## config.mk

```make
export PLATFORM = sky130hd
export DESIGN_NAME = swxy_bound_unit
export DESIGN_NICKNAME = d
export VERILOG_FILES = /design/src/rtl/core/swxy_bound_unit.sv
export SDC_FILE = /design/constraint.sdc
export NUM_CORES = 1
export LEC_CHECK = 0
export BUFFER_PORTS_ARGS = -buffer_cell sky130_fd_sc_hd__buf_2
export CAP_MARGIN = 25
export CORE_AREA = 5 5 120 122
export DETAILED_ROUTE_END_ITERATION = 12
export DIE_AREA = 0 0 125 127
export PLACE_DENSITY = 0.82
export SLEW_MARGIN = 20
export SYNTH_ARGS = -nofsm -noshare
export SYNTH_HDL_FRONTEND = slang
export SYNTH_SLANG_ARGS = --single-unit
```

## constraint.sdc

```tcl
create_clock -name vclk -period 7.6
set_input_delay 0.76 -clock vclk [all_inputs]
set_output_delay 0.76 -clock vclk [all_outputs]
set_load 0.01 [all_outputs]
```

## src/rtl/core/swxy_bound_unit.sv

```systemverilog
// Shared min/max compare unit: folds one point into the four bounds, or seeds all four with it.
`default_nettype none

module swxy_bound_unit #(
    parameter int SAMPLE_WIDTH = 32
) (
    input  wire logic                           seed,
    input  wire logic signed [SAMPLE_WIDTH-1:0] pt_x,
    input  wire logic signed [SAMPLE_WIDTH-1:0] pt_y,
    input  wire logic signed [SAMPLE_WIDTH-1:0] cur_min_x,
    input  wire logic signed [SAMPLE_WIDTH-1:0] cur_max_x,
    input  wire logic signed [SAMPLE_WIDTH-1:0] cur_min_y,
    input  wire logic signed [SAMPLE_WIDTH-1:0] cur_max_y,
    output logic      signed [SAMPLE_WIDTH-1:0] nxt_min_x,
    output logic      signed [SAMPLE_WIDTH-1:0] nxt_max_x,
    output logic      signed [SAMPLE_WIDTH-1:0] nxt_min_y,
    output logic      signed [SAMPLE_WIDTH-1:0] nxt_max_y
);

    // equal values leave a bound alone
    always_comb
    begin
        nxt_min_x = (seed || (pt_x < cur_min_x)) ? pt_x : cur_min_x;
        nxt_max_x = (seed || (pt_x > cur_max_x)) ? pt_x : cur_max_x;
        nxt_min_y = (seed || (pt_y < cur_min_y)) ? pt_y : cur_min_y;
        nxt_max_y = (seed || (pt_y > cur_max_y)) ? pt_y : cur_max_y;
    end

endmodule

`default_nettype wire

```

==> results of run 1 <==
## power by group through the flow
stage	sequential [mW]	combinational, mW	clock (mW)
3_5_place_dp	0	0.601	0
4_1_cts	0	0.604	0
6_report	0	0.609	0.0000000353
3_3_place_gp	0	0.589	0
2_1_floorplan	0	0.378	0
5_1_grt	0	0.674	0
## worst max-delay path, cell delays in order
cell and delay [ns]:
buf_2 0.15, ha_4 0.43, nand4_1 0.23, nor2_1 0.07
a221o_1 0.33, a211oi_4 0.75, buf_4 0.63, a21oi_1 0.08
a221oi_1 0.27, o211ai_1 0.16, buf_2 0.17
## routing by layer
layer | share of wire | up-vias | global-route usage | wire [um]
li1 | - | 3709 | - | -
met1 | 0.41 | 3292 | 0.2987 | 8791
met2 | 0.50 | 299 | 0.4559 | 10670
met3 | 0.076 | 19 | 0.03756 | 1624
met4 | 0.013 | 0 | 0.04401 | 283
met5 | 0 | - | 0 | 0
## worst paths after layout
| check | slack (ns) | endpoint | startpoint |
|---|---|---|---|
| setup / recovery | 2.75 | nxt_min_x[12] | pt_x[31] |
| hold / removal | 1.85 | nxt_max_x[22] | cur_max_x[22] |
## kinds of logic (layout without fill, tap and decap cells)
group	after synthesis	in the layout	share of synthesized area
AND/OR/NAND/NOR	257	257	0.2302
AO/OA/AOI/OAI	200	200	0.2177
buffers and inverters	179	458	0.1150
adder cells (fa/ha/maj)	126	126	0.2593
multiplexers	96	96	0.1778
other	0	2	0
## cells in the final DEF, fill, tap and decap left out, types with 2 or more instances in the layout
| cell type | instances |
|---|---|
| nor2b_1 | 4 |
| a21o_1 | 11 |
| nor3_1 | 35 |
| nor2_1 | 18 |
| nand3b_1 | 32 |
| ha_1 | 125 |
| o211ai_1 | 38 |
| buf_4 | 6 |
| diode_2 | 2 |
| nand2_1 | 63 |
| nand2b_1 | 35 |
| a221oi_1 | 34 |
| a211oi_1 | 5 |
| mux2_2 | 95 |
| buf_2 | 321 |
| nor4_1 | 4 |
| a2111oi_0 | 2 |
| a31oi_1 | 4 |
| inv_1 | 129 |
| and3_1 | 31 |
| nand4_1 | 24 |
| o21ai_0 | 18 |
| nand3_1 | 8 |
| a21oi_1 | 77 |
## through the flow
stage | cells | instance area, um^2
floorplan | 858 | 6081
global placement | 1311 | 7765
detailed placement | 1311 | 7765
CTS | 1311 | 7765
global route | 1313 | 7812
finish | 1315 | 7818
## layout make-up
type	count	area, um^2	share of cell area
antenna	2	5.005	0.0006402
inverter	129	484.2	0.06194
multi-input combinational	679	5409	0.6919
tap	176	220.2	0.02817
timing repair buffer	329	1699	0.2173
==> impl_metrics.json, run 1 <==
{
  "cp.required_ns": 6.84,
  "dp_slack_ns": 2.507,
  "wl_per_cell_um": 16.25,
  "n_fill_cell": 1226,
  "die_h_um": 127,
  "yosysTopAreaCell": "ha_1",
  "dp_hpwl_mm": 17.82,
  "core_um2": 13090,
  "synth_most_common_cell": "inv_1",
  "die_w_um": 125,
  "startpoint_type": "primary input",
  "num_vias": 7319,
  "place_congestion": 0.9367,
  "post-route-util": 0.5974,
  "nClkBuffers": 0,
  "synth_top_area_frac": 0.2593,
  "drc": 0,
  "grt_pass1_vias": 7035,
  "num_io_pins": 321,
  "die_area_um2": 15880,
  "finalPower_mw": 0.6087,
  "antenna_left": 0,
  "cp-end-kind": "output port",
  "fin_nets": 1458,
  "rsz0062_at_grt": "no",
  "hold_violations": 0,
  "comb_power_share": 1.000,
  "p_sw_frac": 0.5376,
  "portBuffers": 321,
  "period_needed_ns": 4.847,
  "area_growth_pct": 28.56,
  "viasPerCell": 5.566,
  "grt_pass1_wl_mm": 33.56,
  "start_util": 0.4647,
  "arrival_ns": 4.09,
  "drive_gt1_frac": 0.3764,
  "synth.distinct_cells": 40,
  "synth_common_cells": "inv_1 (129), ha_1 (126), mux2_2 (95), a21oi_1 (77), nand2_1 (63)",
  "syn_area_per_cell_um2": 7.087,
  "setup_tns_ns": 0,
  "seqCellArea_um2": 0,
  "sequentialPowerShare": 0,
  "hold_path_class": "in2out",
  "setup_ws_ns": 2.753,
  "num_rows": 42,
  "syn_nets": 1177,
  "netlist_area_um2": 6081,
  "worst-setup-path-type": "in2out",
  "max_cap_viol_count": 0,
  "post_cts_buffers": 0,
  "worst_pin_slew_ns": 0.9419,
  "grt_max_degree": 131,
  "slew_violations": 0,
  "fmaxAchievable_mhz": 206.3,
  "first_pass_iters": 5,
  "track_usage": 0.2439,
  "path_max_fanout": 69,
  "finalCritPeriodShare": 0.6377,
  "whs_ns": 1.845,
  "switching_power_mw": 0.3272,
  "grt_remaining_overflow": 0,
  "ctsHoldBuffers": 0,
  "hold_depth": 3,
  "wirelength_mm": 21.36,
  "synth_cells": 858,
  "setup_viol_count_final": 0,
  "design.seq.count": 0,
  "intPower_mw": 0.2815,
  "cts_resized": 0,
  "antenna_found_initial": 0,
  "pwr-share-clk": 0,
  "yosysSeqAreaShare": 0,
  "max_slew_margin": 0.3700,
  "drt_iter0_drc": 356,
  "p_leak_nw": 4.238,
  "vdd.ir_drop.worst_mv": 0.09395,
  "ys_warn_count": 0,
  "power_density_nw_per_um2": 77.87,
  "ys_top_cells_by_area": "ha_1 (26%), mux2_2 (18%), inv_1 (8.0%), a21oi_1 (6.3%), a221oi_1 (4.9%)",
  "outcome": "finished, final reports clean"
}
Note: power is estimated with default switching activity, not from simulation.
==> inputs of run 2 (changes only) <==
--- a/config.mk
+++ b/config.mk
@@ -5,12 +5,13 @@
 export SDC_FILE = /design/constraint.sdc
 export NUM_CORES = 1
 export LEC_CHECK = 0
+export ABC_AREA = 1
 export BUFFER_PORTS_ARGS = -buffer_cell sky130_fd_sc_hd__buf_2
 export CAP_MARGIN = 25
 export CORE_AREA = 5 5 120 122
 export DETAILED_ROUTE_END_ITERATION = 12
 export DIE_AREA = 0 0 125 127
-export PLACE_DENSITY = 0.82
+export PLACE_DENSITY = 0.76
 export SLEW_MARGIN = 20
 export SYNTH_ARGS = -nofsm -noshare
 export SYNTH_HDL_FRONTEND = slang
==> constraint.sdc (replaced) <==
create_clock -name vclk -period 4.68
set_input_delay 0.468 -clock vclk [all_inputs]
set_output_delay 0.468 -clock vclk [all_outputs]
set_load 0.01 [all_outputs]
==> impl_metrics.json, run 2 <==
{
  "grt_pass1_wl_mm": 32.53,
  "grt_pass1_vias": 6792,
  "syn_area_per_cell_um2": 5.466,
  "crit_path_frequent_cell": "nand2_1",
  "mostFrequentLayoutCell": "nand2_1",
  "design.seq.count": 0,
  "slowest_delay_ns": 0.78,
  "arrival_ns": 3.41,
  "track_usage": 0.2350,
  "holdCritStartpoint": "cur_max_y[17]",
  "drt_iter0_drc": 372,
  "setup_tns_ns": 0,
  "crit_end": "nxt_max_y[27]",
  "antenna_left": 0,
  "viasPerCell": 5.087,
  "drc": 0,
  "start_util": 0.4111,
  "crit_family": "simple AND/OR/NAND/NOR gates",
  "portBuffers": 321,
  "synth_top_area_frac": 0.2931,
  "hold_path_class": "in2out",
  "num_io_pins": 321,
  "ctsHoldBuffers": 0,
  "num_rows": 42,
  "place_congestion": 0.9467,
  "dp.cells": 1443,
  "first_pass_iters": 5,
  "post_cts_buffers": 0,
  "seqCellArea_um2": 0,
  "wirelength_mm": 20.24,
  "synth_common_cells": "nand2_1 (372), inv_1 (151), ha_1 (126), nand3_1 (77), nand4_1 (75)",
  "ys_warn_count": 0,
  "crit_buf_inv": 2,
  "grt_max_degree": 49,
  "post-route-util": 0.5347,
  "area_growth_pct": 30.08,
  "yosysSeqAreaShare": 0,
  "cp.required_ns": 4.21,
  "diodes": 0,
  "drive_gt1_frac": 0.2755,
  "power_density_nw_per_um2": 129.1,
  "rsz0062_at_grt": "no",
  "max_cap_viol_count": 0,
  "p_leak_nw": 4.776,
  "finalPower_mw": 0.9033,
  "cp-startpoint": "pt_y[31]",
  "dpl_cell_area_um2": 6997,
  "syn_nets": 1303,
  "synth_most_common_cell": "nand2_1",
  "dp_slack_ns": 0.7188,
  "outcome": "finished, final reports clean",
  "core_um2": 13090,
  "worst_pin_slew_ns": 0.7191,
  "finalCritPeriodShare": 0.8292,
  "die_w_um": 125,
  "die_h_um": 127,
  "final_cell_mix": "nand2_1 (372), buf_2 (321), inv_1 (150)",
  "wl_per_cell_um": 14.02,
  "dp_hpwl_mm": 17.11,
  "ys_top_cells_by_area": "ha_1 (29%), nand2_1 (26%), inv_1 (11%), nand4_1 (8.7%), nand3_1 (7.2%)",
  "worst-setup-path-type": "in2out",
  "cts_resized": 0,
  "fin_area_um2": 6997,
  "whs_ns": 1.257,
  "cp_num_cells": 13,
  "slew_violations": 0,
  "synth.distinct_cells": 26,
  "vdd.ir_drop.worst_mv": 0.06710,
  "worst_path_max_delay_cell": "nand2_2",
  "cp-end-kind": "output port",
  "path_max_fanout": 33,
  "die_area_um2": 15880,
  "synth_cells": 984,
  "setup_ws_ns": 0.7995,
  "yosysTopAreaCell": "ha_1",
  "nClkBuffers": 0,
  "crit_chain": "buf_2, ha_1, nand2_1, nor2_1, nand2_1, nor2_1, nand2_1, nand3_1, nand3_2, nand2_2, nand2_1, nand2_1, buf_2",
  "fmaxAchievable_mhz": 257.7,
  "startpoint_type": "primary input",
  "num_vias": 7340,
  "period_needed_ns": 3.880,
  "hold_violations": 0,
  "antenna_found_initial": 2,
  "netlist_area_um2": 5379,
  "grt_remaining_overflow": 0,
  "max_slew_margin": 0.5201,
  "fin_nets": 1588,
  "final_cells": 1443,
  "setup_viol_count_final": 0
}
[run 2: cell count changes after synthesis, sizes merged, moves of 36 or more]
cell    change
nand2     +315
nand2b     -36
nand3      +75
nand4      +51
o211ai     -38
mux2       -96
[run 2: final cells by class]
class	instances	area [um^2]
tap	176	220.2
timing repair buffer	327	1652
multi-input combinational	782	4529
fill	1451	6088
inverter	158	595.6
[run 2: how the worst min path moves through the flow]
stage / endpoint / slack (ns) / cells after the start
2_1_floorplan: nxt_max_x[10] / 1.05 / 2
3_3_place_gp: nxt_max_y[0] / 1.26 / 4
3_5_place_dp: nxt_max_y[19] / 1.26 / 4
4_1_cts: nxt_max_y[19] / 1.26 / 4
5_1_grt: nxt_max_y[10] / 1.29 / 4
6_report: nxt_max_y[17] / 1.26 / 4
[run 2: where the power goes]
part | internal [mW] | switching [mW]
sequential | 0 | 0
combinational | 0.346 | 0.557
clock | 0 | 0
total | 0.346 | 0.557
[run 2: cell families (layout without fill, tap and decap cells)]
family / count (synthesis) / after routing / synth area share
AOI/OAI and AO/OA: 79 / 79 / 0.07723
adders and majority gates: 126 / 126 / 0.2931
and+or+nand+nor: 577 / 577 / 0.4717
buffers and inverters: 202 / 485 / 0.1579
[run 2: metal layers]
metal | up-vias | track usage | routed length, um | part of all wire
met3 | 25 | 0.03047 | 1606 | 0.079
met1 | 3200 | 0.2921 | 8416 | 0.42
met5 | - | 0 | 27 | 0.0013
met4 | 4 | 0.02742 | 252 | 0.012
li1 | 3785 | - | - | -
met2 | 326 | 0.4454 | 9933 | 0.49
